[config.mk]
export PLATFORM = sky130hd
export DESIGN_NAME = write_buffer_fifo
export DESIGN_NICKNAME = d
export VERILOG_FILES = /design/src/rtl/wbf_pkg.sv /design/src/rtl/write_buffer_fifo.sv /design/src/rtl/wbf_front.sv /design/src/rtl/wbf_back.sv
export SDC_FILE = /design/constraint.sdc
export NUM_CORES = 2
export LEC_CHECK = 0
export BUFFER_PORTS_ARGS = -buffer_cell sky130_fd_sc_hd__buf_2
export CORE_ASPECT_RATIO = 1.75
export CORE_MARGIN = 2
export CORE_UTILIZATION = 45
export CTS_CLUSTER_DIAMETER = 150
export DETAILED_ROUTE_END_ITERATION = 8
export PLACE_DENSITY = 0.63
export RECOVER_POWER = 50
export SLEW_MARGIN = 10
export SYNTH_ARGS = -nofsm -noshare
export SYNTH_HDL_FRONTEND = slang
export SYNTH_SLANG_ARGS = --single-unit
[constraint.sdc]
create_clock -name clock -period 35.6 [get_ports clock]
set_input_delay 3.56 -clock clock [delete_from_list [all_inputs] [get_ports clock]]
set_output_delay 3.56 -clock clock [all_outputs]
set_load 0.05 [all_outputs]
[src/rtl/wbf_pkg.sv]
// ----------------------------------------------------------------------------
// Write buffer FIFO package
// Operation codes, result codes and the command record shared by the front
// and back parts of the write buffer.
// ----------------------------------------------------------------------------
package wbf_pkg;

   localparam int FUNC_W      = 3;
   localparam int KIND_W      = 3;
   localparam int BLK_W       = 20;
   localparam int OFF_W       = 4;
   localparam int DATA_W      = 64;
   localparam int HIT_W       = 3;
   localparam int HELD_W      = 4;
   localparam int BLOCK_BYTES = 16;

   typedef enum logic [FUNC_W-1:0] {
      FUNC_STORE = 3'd0,
      FUNC_EVICT = 3'd1,
      FUNC_DRAIN = 3'd2,
      FUNC_PROBE = 3'd3,
      FUNC_FLUSH = 3'd4
   } func_type;

   typedef enum logic [KIND_W-1:0] {
      KIND_ACCEPTED = 3'd0,
      KIND_REJECTED = 3'd1,
      KIND_DRAINED  = 3'd2,
      KIND_EMPTY    = 3'd3,
      KIND_HIT      = 3'd4,
      KIND_MISS     = 3'd5
   } kind_type;

   typedef enum logic [2:0] {
      OP_ENQ,
      OP_REJECT,
      OP_DRAIN,
      OP_PROBE,
      OP_FLUSH
   } op_type;

   typedef struct packed {
      op_type             op;
      logic               is_eviction;
      logic [BLK_W-1:0]   block;
      logic [OFF_W-1:0]   offset;
      logic [DATA_W-1:0]  data_low;
      logic [DATA_W-1:0]  data_high;
   } cmd_type;

   typedef enum logic [1:0] {
      ST_IDLE,
      ST_FULL_DRAIN,
      ST_FLUSH
   } state_type;

endpackage

[src/rtl/write_buffer_fifo.sv]
// ----------------------------------------------------------------------------
// Write buffer FIFO
// FIFO of block-sized store and eviction entries with drain, probe and flush.
//
//   channel   ports                 handshake
//   request   req_*                 start high while busy low
//   result    rsp_*                 rsp_valid strobe, one cycle, no stall
//
// Each result beat is registered and appears the cycle after the back end
// makes it; a command stays queued until its last beat. Enqueue into a full
// buffer first drains the oldest entry, and flush drains every held entry. A
// two-entry command queue sets busy. Synchronous reset empties the buffer.
// ----------------------------------------------------------------------------
module write_buffer_fifo
   import wbf_pkg::*;
#(
   parameter int ENTRIES     = 8,
   parameter int STORE_BYTES = 4,
   parameter int ADDR_BITS   = 24
) (
   input  logic                 clock,
   input  logic                 reset,
   input  logic                 start,
   output logic                 busy,
   input  logic [FUNC_W-1:0]    req_func,
   input  logic [23:0]          req_address,
   input  logic [DATA_W-1:0]    req_data_low,
   input  logic [DATA_W-1:0]    req_data_high,
   output logic                 rsp_valid,
   output logic [KIND_W-1:0]    rsp_result_kind,
   output logic                 rsp_last,
   output logic                 rsp_entry_is_eviction,
   output logic [BLK_W-1:0]     rsp_entry_block,
   output logic [OFF_W-1:0]     rsp_entry_offset,
   output logic [DATA_W-1:0]    rsp_entry_data_low,
   output logic [DATA_W-1:0]    rsp_entry_data_high,
   output logic [HIT_W-1:0]     rsp_hit_index,
   output logic [HELD_W-1:0]    rsp_entries_held
);

   logic    q_full, q_empty, q_pop;
   cmd_type q_cmd;
   logic    drn_ev;
   logic [BLK_W-1:0]  drn_blk;
   logic [OFF_W-1:0]  drn_off;
   logic [DATA_W-1:0] drn_lo, drn_hi;

   assign busy = q_full;

   wbf_front #(.STORE_BYTES(STORE_BYTES), .ADDR_BITS(ADDR_BITS)) u_front (
      .clock, .reset,
      .req_valid(start), .req_func, .req_address, .req_data_low, .req_data_high,
      .q_full, .q_empty, .q_cmd, .q_pop
   );

   wbf_back #(.ENTRIES(ENTRIES)) u_back (
      .clock, .reset, .q_empty, .q_cmd, .q_pop,
      .rsp_valid, .rsp_result_kind, .rsp_last,
      .rsp_entry_is_eviction(drn_ev), .rsp_entry_block(drn_blk),
      .rsp_entry_offset(drn_off), .rsp_entry_data_low(drn_lo),
      .rsp_entry_data_high(drn_hi),
      .rsp_hit_index, .rsp_entries_held
   );

   wire is_drn = rsp_result_kind == KIND_DRAINED;

   assign rsp_entry_is_eviction = is_drn & drn_ev;
   assign rsp_entry_block       = is_drn ? drn_blk : '0;
   assign rsp_entry_offset      = is_drn ? drn_off : '0;
   assign rsp_entry_data_low    = is_drn ? drn_lo  : '0;
   assign rsp_entry_data_high   = is_drn ? drn_hi  : '0;

endmodule

[src/rtl/wbf_front.sv]
// ----------------------------------------------------------------------------
// Write buffer front end
// Classify a request beat, place store bytes in a block and hold the decoded
// command in a two-entry queue for the back end.
// ----------------------------------------------------------------------------
module wbf_front
   import wbf_pkg::*;
#(
   parameter int STORE_BYTES = 4,
   parameter int ADDR_BITS   = 24
) (
   input  logic                 clock,
   input  logic                 reset,
   input  logic                 req_valid,
   input  logic [FUNC_W-1:0]    req_func,
   input  logic [23:0]          req_address,
   input  logic [DATA_W-1:0]    req_data_low,
   input  logic [DATA_W-1:0]    req_data_high,
   output logic                 q_full,
   output logic                 q_empty,
   output cmd_type              q_cmd,
   input  logic                 q_pop
);

   localparam int USE_BITS = (ADDR_BITS < 24) ? ADDR_BITS : 24;

   cmd_type           q_ff [2];
   logic              wr_ptr_ff, wr_ptr_in;
   logic              rd_ptr_ff, rd_ptr_in;
   logic [1:0]        cnt_ff, cnt_in;
   cmd_type           cmd;
   logic [23:0]       addr_m;
   logic [127:0]      shifted;
   logic [127:0]      store_bits;
   logic [4:0]        end_pos;

   always_comb begin
      addr_m     = req_address & ((24'd1 << USE_BITS) - 24'd1);
      if (USE_BITS == 24) addr_m = req_address;
      store_bits = {64'd0, req_data_low & ((64'd1 << (8*STORE_BYTES)) - 64'd1)};
      if (STORE_BYTES == 8) store_bits = {64'd0, req_data_low};
      shifted    = store_bits << {addr_m[OFF_W-1:0], 3'd0};
      end_pos    = {1'b0, addr_m[OFF_W-1:0]} + 5'(STORE_BYTES);
      cmd             = '0;
      cmd.block       = addr_m[OFF_W +: BLK_W];
      cmd.offset      = addr_m[OFF_W-1:0];
      unique case (req_func)
         FUNC_STORE: begin
            if (end_pos > 5'(BLOCK_BYTES)) begin
               cmd.op = OP_REJECT;
            end else begin
               cmd.op        = OP_ENQ;
               cmd.data_low  = shifted[63:0];
               cmd.data_high = shifted[127:64];
            end
         end
         FUNC_EVICT: begin
            cmd.op          = OP_ENQ;
            cmd.is_eviction = 1'b1;
            cmd.offset      = '0;
            cmd.data_low    = req_data_low;
            cmd.data_high   = req_data_high;
         end
         FUNC_DRAIN: cmd.op = OP_DRAIN;
         FUNC_PROBE: cmd.op = OP_PROBE;
         FUNC_FLUSH: cmd.op = OP_FLUSH;
         default:    cmd.op = OP_REJECT;
      endcase
   end

   wire push = req_valid && !q_full;
   wire pop  = q_pop && !q_empty;

   always_comb begin
      wr_ptr_in = wr_ptr_ff ^ push;
      rd_ptr_in = rd_ptr_ff ^ pop;
      cnt_in    = cnt_ff + 2'(push) - 2'(pop);
   end

   always_ff @(posedge clock) begin
      if (reset) begin
         wr_ptr_ff <= 1'b0;
         rd_ptr_ff <= 1'b0;
         cnt_ff    <= '0;
      end else begin
         wr_ptr_ff <= wr_ptr_in;
         rd_ptr_ff <= rd_ptr_in;
         cnt_ff    <= cnt_in;
      end
   end

   always_ff @(posedge clock) begin
      if (push) q_ff[wr_ptr_ff] <= cmd;
   end

   assign q_full  = cnt_ff == 2'd2;
   assign q_empty = cnt_ff == 2'd0;
   assign q_cmd   = q_ff[rd_ptr_ff];

   a_cnt_range: assert property (@(posedge clock) disable iff (reset) cnt_ff <= 2'd2)
      else $error("queue count out of range");
   a_ptr_sync: assert property (@(posedge clock) disable iff (reset)
      (cnt_ff == 2'd0 || cnt_ff == 2'd2) |-> (wr_ptr_ff == rd_ptr_ff))
      else $error("queue pointers disagree with count");
   a_push_grow: assert property (@(posedge clock) disable iff (reset)
      (push && !pop) |=> (cnt_ff == $past(cnt_ff) + 2'd1))
      else $error("queue count failed to advance");

endmodule

[src/rtl/wbf_back.sv]
// ----------------------------------------------------------------------------
// Write buffer back end
// Carry out queued commands on the slot array and emit result beats.
// ----------------------------------------------------------------------------
module wbf_back
   import wbf_pkg::*;
#(
   parameter int ENTRIES = 8
) (
   input  logic                 clock,
   input  logic                 reset,
   input  logic                 q_empty,
   input  cmd_type              q_cmd,
   output logic                 q_pop,
   output logic                 rsp_valid,
   output logic [KIND_W-1:0]    rsp_result_kind,
   output logic                 rsp_last,
   output logic                 rsp_entry_is_eviction,
   output logic [BLK_W-1:0]     rsp_entry_block,
   output logic [OFF_W-1:0]     rsp_entry_offset,
   output logic [DATA_W-1:0]    rsp_entry_data_low,
   output logic [DATA_W-1:0]    rsp_entry_data_high,
   output logic [HIT_W-1:0]     rsp_hit_index,
   output logic [HELD_W-1:0]    rsp_entries_held
);

   localparam int IDX_W = (ENTRIES > 1) ? $clog2(ENTRIES) : 1;
   localparam int CNT_W = $clog2(ENTRIES + 1);
   localparam int SUM_W = CNT_W + 1;

   logic                s_ev_ff   [ENTRIES];
   logic [BLK_W-1:0]    s_blk_ff  [ENTRIES];
   logic [OFF_W-1:0]    s_off_ff  [ENTRIES];
   logic [DATA_W-1:0]   s_lo_ff   [ENTRIES];
   logic [DATA_W-1:0]   s_hi_ff   [ENTRIES];
   logic [IDX_W-1:0]    head_ff, head_in;
   logic [CNT_W-1:0]    occ_ff, occ_in;
   state_type           state_ff, state_in;
   logic [IDX_W-1:0]    tail;
   logic [SUM_W-1:0]    tail_sum;
   logic [IDX_W-1:0]    head_nx;
   logic                full;
   logic                do_write;

   logic                r_valid_ff, r_valid_in;
   logic [KIND_W-1:0]   r_kind_ff, r_kind_in;
   logic                r_last_ff, r_last_in;
   logic [HIT_W-1:0]    r_hit_ff, r_hit_in;

   logic                probe_hit;
   logic [IDX_W-1:0]    probe_pos;
   logic [IDX_W-1:0]    rel;
   logic [SUM_W-1:0]    rel_sum;

   always_comb begin
      full     = occ_ff == CNT_W'(ENTRIES);
      tail_sum = SUM_W'(head_ff) + SUM_W'(occ_ff);
      if (tail_sum >= SUM_W'(ENTRIES)) tail_sum = tail_sum - SUM_W'(ENTRIES);
      tail     = IDX_W'(tail_sum);
      if (head_ff == IDX_W'(ENTRIES - 1)) head_nx = '0;
      else                               head_nx = head_ff + IDX_W'(1);
   end

   always_comb begin
      probe_hit = 1'b0;
      probe_pos = '0;
      rel_sum   = '0;
      rel       = '0;
      for (int i = 0; i < ENTRIES; i++) begin
         rel_sum = SUM_W'(head_ff) + SUM_W'(i);
         if (rel_sum >= SUM_W'(ENTRIES)) rel_sum = rel_sum - SUM_W'(ENTRIES);
         rel = IDX_W'(rel_sum);
         if (CNT_W'(i) < occ_ff && s_blk_ff[rel] == q_cmd.block) begin
            probe_hit = 1'b1;
            probe_pos = IDX_W'(i);
         end
      end
   end

   always_comb begin
      state_in = state_ff;
      unique case (state_ff)
         ST_IDLE: begin
            if (!q_empty) begin
               if (q_cmd.op == OP_ENQ && full) state_in = ST_FULL_DRAIN;
               else if (q_cmd.op == OP_FLUSH && occ_ff > CNT_W'(1))
                  state_in = ST_FLUSH;
            end
         end
         ST_FULL_DRAIN: state_in = ST_IDLE;
         ST_FLUSH: if (occ_ff == CNT_W'(1)) state_in = ST_IDLE;
         default: state_in = ST_IDLE;
      endcase
   end

   always_comb begin
      head_in    = head_ff;
      occ_in     = occ_ff;
      q_pop      = 1'b0;
      do_write   = 1'b0;
      r_valid_in = 1'b0;
      r_kind_in  = KIND_REJECTED;
      r_last_in  = 1'b1;
      r_hit_in   = '0;
      unique case (state_ff)
         ST_IDLE: begin
            if (!q_empty) begin
               r_valid_in = 1'b1;
               unique case (q_cmd.op)
                  OP_ENQ: begin
                     if (full) begin
                        r_kind_in  = KIND_DRAINED;
                        r_last_in  = 1'b0;
                        head_in    = head_nx;
                        occ_in     = occ_ff - CNT_W'(1);
                     end else begin
                        q_pop     = 1'b1;
                        do_write  = 1'b1;
                        r_kind_in = KIND_ACCEPTED;
                        occ_in    = occ_ff + CNT_W'(1);
                     end
                  end
                  OP_DRAIN, OP_FLUSH: begin
                     if (occ_ff == '0) begin
                        q_pop     = 1'b1;
                        r_kind_in = KIND_EMPTY;
                     end else begin
                        r_kind_in  = KIND_DRAINED;
                        head_in    = head_nx;
                        occ_in     = occ_ff - CNT_W'(1);
                        r_last_in  = (q_cmd.op == OP_DRAIN) || (occ_ff == CNT_W'(1));
                        q_pop      = r_last_in;
                     end
                  end
                  OP_PROBE: begin
                     q_pop     = 1'b1;
                     r_kind_in = probe_hit ? KIND_HIT : KIND_MISS;
                     r_hit_in  = probe_hit ? HIT_W'(probe_pos) : '0;
                  end
                  default: begin
                     q_pop     = 1'b1;
                     r_kind_in = KIND_REJECTED;
                  end
               endcase
            end
         end
         ST_FULL_DRAIN: begin
            q_pop      = 1'b1;
            do_write   = 1'b1;
            r_valid_in = 1'b1;
            r_kind_in  = KIND_ACCEPTED;
            occ_in     = occ_ff + CNT_W'(1);
         end
         ST_FLUSH: begin
            r_valid_in = 1'b1;
            r_kind_in  = KIND_DRAINED;
            head_in    = head_nx;
            occ_in     = occ_ff - CNT_W'(1);
            r_last_in  = occ_ff == CNT_W'(1);
            q_pop      = r_last_in;
         end
         default: ;
      endcase
   end

   always_ff @(posedge clock) begin
      if (reset) begin
         state_ff   <= ST_IDLE;
         head_ff    <= '0;
         occ_ff     <= '0;
         r_valid_ff <= 1'b0;
      end else begin
         state_ff   <= state_in;
         head_ff    <= head_in;
         occ_ff     <= occ_in;
         r_valid_ff <= r_valid_in;
      end
   end

   always_ff @(posedge clock) begin
      r_kind_ff  <= r_kind_in;
      r_last_ff  <= r_last_in;
      r_hit_ff   <= r_hit_in;
      rsp_entry_is_eviction <= s_ev_ff[head_ff];
      rsp_entry_block       <= s_blk_ff[head_ff];
      rsp_entry_offset      <= s_off_ff[head_ff];
      rsp_entry_data_low    <= s_lo_ff[head_ff];
      rsp_entry_data_high   <= s_hi_ff[head_ff];
      if (do_write) begin
         s_ev_ff[tail]  <= q_cmd.is_eviction;
         s_blk_ff[tail] <= q_cmd.block;
         s_off_ff[tail] <= q_cmd.offset;
         s_lo_ff[tail]  <= q_cmd.data_low;
         s_hi_ff[tail]  <= q_cmd.data_high;
      end
   end

   logic [HELD_W-1:0] held_ff;
   always_ff @(posedge clock) held_ff <= HELD_W'(occ_in);

   assign rsp_valid        = r_valid_ff;
   assign rsp_result_kind  = r_kind_ff;
   assign rsp_last         = r_last_ff;
   assign rsp_hit_index    = r_hit_ff;
   assign rsp_entries_held = held_ff;

   a_occ_range: assert property (@(posedge clock) disable iff (reset)
      occ_ff <= CNT_W'(ENTRIES)) else $error("occupancy out of range");
   a_drain_pop: assert property (@(posedge clock) disable iff (reset)
      (state_ff == ST_FULL_DRAIN) |=> (occ_ff == CNT_W'(ENTRIES)))
      else $error("full drain did not refill");
   a_flush_end: assert property (@(posedge clock) disable iff (reset)
      (state_ff == ST_FLUSH && occ_ff == CNT_W'(1)) |-> r_last_in)
      else $error("flush end not marked");

endmodule
==> impl_metrics.yaml <==
status:
  status: "finished, violations left"
  violations: "max-capacitance violations, max-slew violations"
setup_path:
  crit_family: "buffers and inverters"
  crit_path_start: "u_back.head_ff[1]"
  r2r-start: "u_back.head_ff[1]"
  arrival_ns: 14.62
  cp.required_ns: 36.26
  critPathLaunchType: "flip-flop"
  path_max_fanout: 140
  crit_cells: 11
  rrSetupSlack_ns: 21.63
  cp_slowest_cell: "clkbuf_1"
  rr_endpoint: "u_back.rsp_result_kind[0]"
  r2r.worst_path.cells: 11
  cp_cell_sequence: "clkbuf_1, clkbuf_1, mux4_2, mux2i_1, xnor2_1, nand4_1, or4_1, nor4b_1, a41o_1, nor3b_1, o31a_1"
  cpMostUsedCell: "clkbuf_1"
  cp.buffers_inverters: 2
  worst-setup-path-type: "reg -> reg"
  cp_slowest_stage_delay_ns: 6.43
  critPathCaptureType: "flip-flop"
  cp-endpoint: "u_back.rsp_result_kind[0]"
sta:
  tightest_slew_ns: 9.35
  slew_headroom_pct: -523
  rsz0062_at_grt: "no"
  period_share_pct: 39.2
  min_period_ns: 13.97
  final_hold_viol_count: 0
  setup_ws_ns: 21.63
  setup_viol: 0
  slew_violations: 941
  finClkSkew_ns: 0.0727
  setup_tns_ns: 0
  timing.fmax_mhz: 71.6
cts:
  cts_sinks: 1717
  hold_buffers: 0
  clk_latency_ns: 0.81
  post_cts_buffers: 0
  cts.repair.resized: 0
  htreeDepth: 4
  cts_buffers: 162
  root_buffer: "clkbuf_16"
  path_clk_slew_ns: 0.07
  cts_tree: "built"
  cts_max_path_buffers: 4
grt:
  gr-total-overflow: 0
  grt_pass1_vias: 39900
  grt_pass1_wl_mm: 289
  antenna_found_initial: 18
  grt_start_max_net_pins: 141
  grt_use_total_pct: 24.5
detailed_routing:
  drtIter0Drc: 3666
  viasPerCell: 6.00
  drt-pass1-iter-count: 9
  avgRoutedWirePerCell_um: 31.1
  wl_mm: 204
  drc: 0
  via_count: 39400
  ant_nets: 0
power_and_ir_drop:
  power_w: 0.00548
  power_density_mw_per_mm2: 66.7
  p_leak_nw: 26.5
  max-vdd-ir-drop_uv: 62.4
synthesis:
  seq_area_frac_synth_pct: 68.1
  synth_area_leader_cell: "edfxtp_1"
  synth_edf_count: 1536
  synth_seq_cells: 1717
  synth.area.top_cells: "edfxtp_1 63%, mux4_2 15%, dfxtp_1 5.0%, mux2_2 4.6%, mux2i_1 1.9%"
  syn-num-nets: 4102
  yosys_warnings: 0
  synth.avg_cell_area_um2: 18.6
  synth_top_area_share_pct: 63.2
  async_flop_share_pct: 0
  netlist_area_mm2: 0.0730
  yosys_most_used_dff: "edfxtp_1"
  yosysMostFrequentCell: "edfxtp_1"
  syn-instance-count: 3928
  netlist_top_cells_count: "1536 x edfxtp_1, 486 x mux4_2, 296 x mux2_2"
  synth_cell_types: 76
worst_hold_path:
  hold_path_class: "reg -> reg"
  holdPathStages: 1
finish:
  final_util_pct: 50.9
  num-fill-cells: 13100
  syn_to_final_growth_pct: 12.5
  nNetsFinal: 4442
  register_area_mm2: 0.0498
  multi_input_area_mm2: 0.0222
  layout.cells.non_filler: 6564
  drive_above_1_share_pct: 28.7
floorplan:
  start_util_pct: 45.3
  fp.dieW_um: 308
  rows: 195
  core-area_mm2: 0.161
  num_io_pins: 324
  die-area_mm2: 0.166
  die_h_um: 537
placed_design:
  post-place-ws_ns: 28.83
  dp_hpwl_mm: 134
  numPortBuffers: 323
  dp_cells: 6271
  place_congestion: 1.01
flow_run:
  drv_cap: 16
-- cell families after synthesis --
kind of cell,count (synthesis),share of synthesized area (%)
AOI/OAI and AO/OA,302,2.79
xor gates and xnor gates,141,1.70
adders and majority gates,16,0.285
buffers and inverters,273,1.59
DFF,1717,68.1
muxes,926,21.6
and+or+nand+nor,553,3.93
-- worst min-delay path by stage --
| stage | startpoint | to | slack (ns) |
|---|---|---|---|
| floorplan | u_back.state_ff[1] | u_back.rsp_result_kind[1] | 0.51 |
| global placement | u_back.state_ff[1] | u_back.rsp_result_kind[1] | 0.57 |
| detailed placement | u_back.state_ff[1] | u_back.rsp_result_kind[1] | 0.56 |
| CTS | u_back.state_ff[1] | u_back.rsp_result_kind[1] | 0.58 |
| global route | u_back.state_ff[1] | u_back.rsp_result_kind[1] | 0.62 |
| finish | u_back.state_ff[1] | u_back.rsp_result_kind[1] | 0.60 |
-- registers in the layout, indices dropped and copies added (netlist names), 3 cells and up, named ones only --
signal,cells
u_back.s_hi_ff,512
u_back.occ_ff,4
u_back.rsp_hit_index,3
u_back.head_ff,3
u_back.rsp_entry_data_low,64
u_back.rsp_result_kind,3
u_front.q_ff,312
u_back.rsp_entry_offset,4
u_back.s_lo_ff,512
u_back.s_off_ff,32
u_back.s_blk_ff,160
u_back.rsp_entry_block,20
u_back.rsp_entry_data_high,64
u_back.rsp_entries_held,4
u_back.s_ev_ff,8
-- layer usage --
layer / part of all wire [%] / vias up / GRT usage [%] / wire length (um)
met5: 0 / - / 0 / 0
met4: 5.9 / 0 / 12.6 / 12000
met3: 5.7 / 451 / 3.29 / 11600
met2: 52 / 1642 / 42.8 / 105000
met1: 37 / 20800 / 29.8 / 75600
li1: - / 16500 / - / -
-- per-stage QoR --
stage / area [um^2] / hold WS [ns]
CTS: 82400 / 0.585
finish: 82200 / 0.599
global placement: 77200 / 0.571
floorplan: 73000 / 0.515
global route: 82200 / 0.620
detailed placement: 77200 / 0.556
-- power breakdown --
part           total, W  leakage [nW]  internal [W]  switching (W)
combinational   0.00121          8.35      0.000433       0.000778
sequential      0.00257          15.6       0.00249      0.0000796
clock           0.00170          2.56      0.000969       0.000736
total           0.00548          26.5       0.00389        0.00159
-- placed cells by master, fill, tap and decap left out, types with 89 or more instances in the layout --
master / n
edfxtp_1: 1536
mux4_2: 486
buf_2: 306
dfxtp_1: 178
clkbuf_16: 167
and2_1: 166
mux2_2: 150
mux2_1: 146
nand2_1: 140
mux2i_1: 139
xnor2_1: 126
o21ai_0: 105
nor2_1: 89
-- final cells by class --
cell class,instances,area share [%]
sequential,1717,60.6
multi-input combinational,1938,27.0
clock buffer,214,5.50
tap,2167,3.30
timing repair buffer,402,2.54
clock inverter,74,0.844
inverter,47,0.215
antenna,5,0.0152
(Power assumes the default switching activity.)
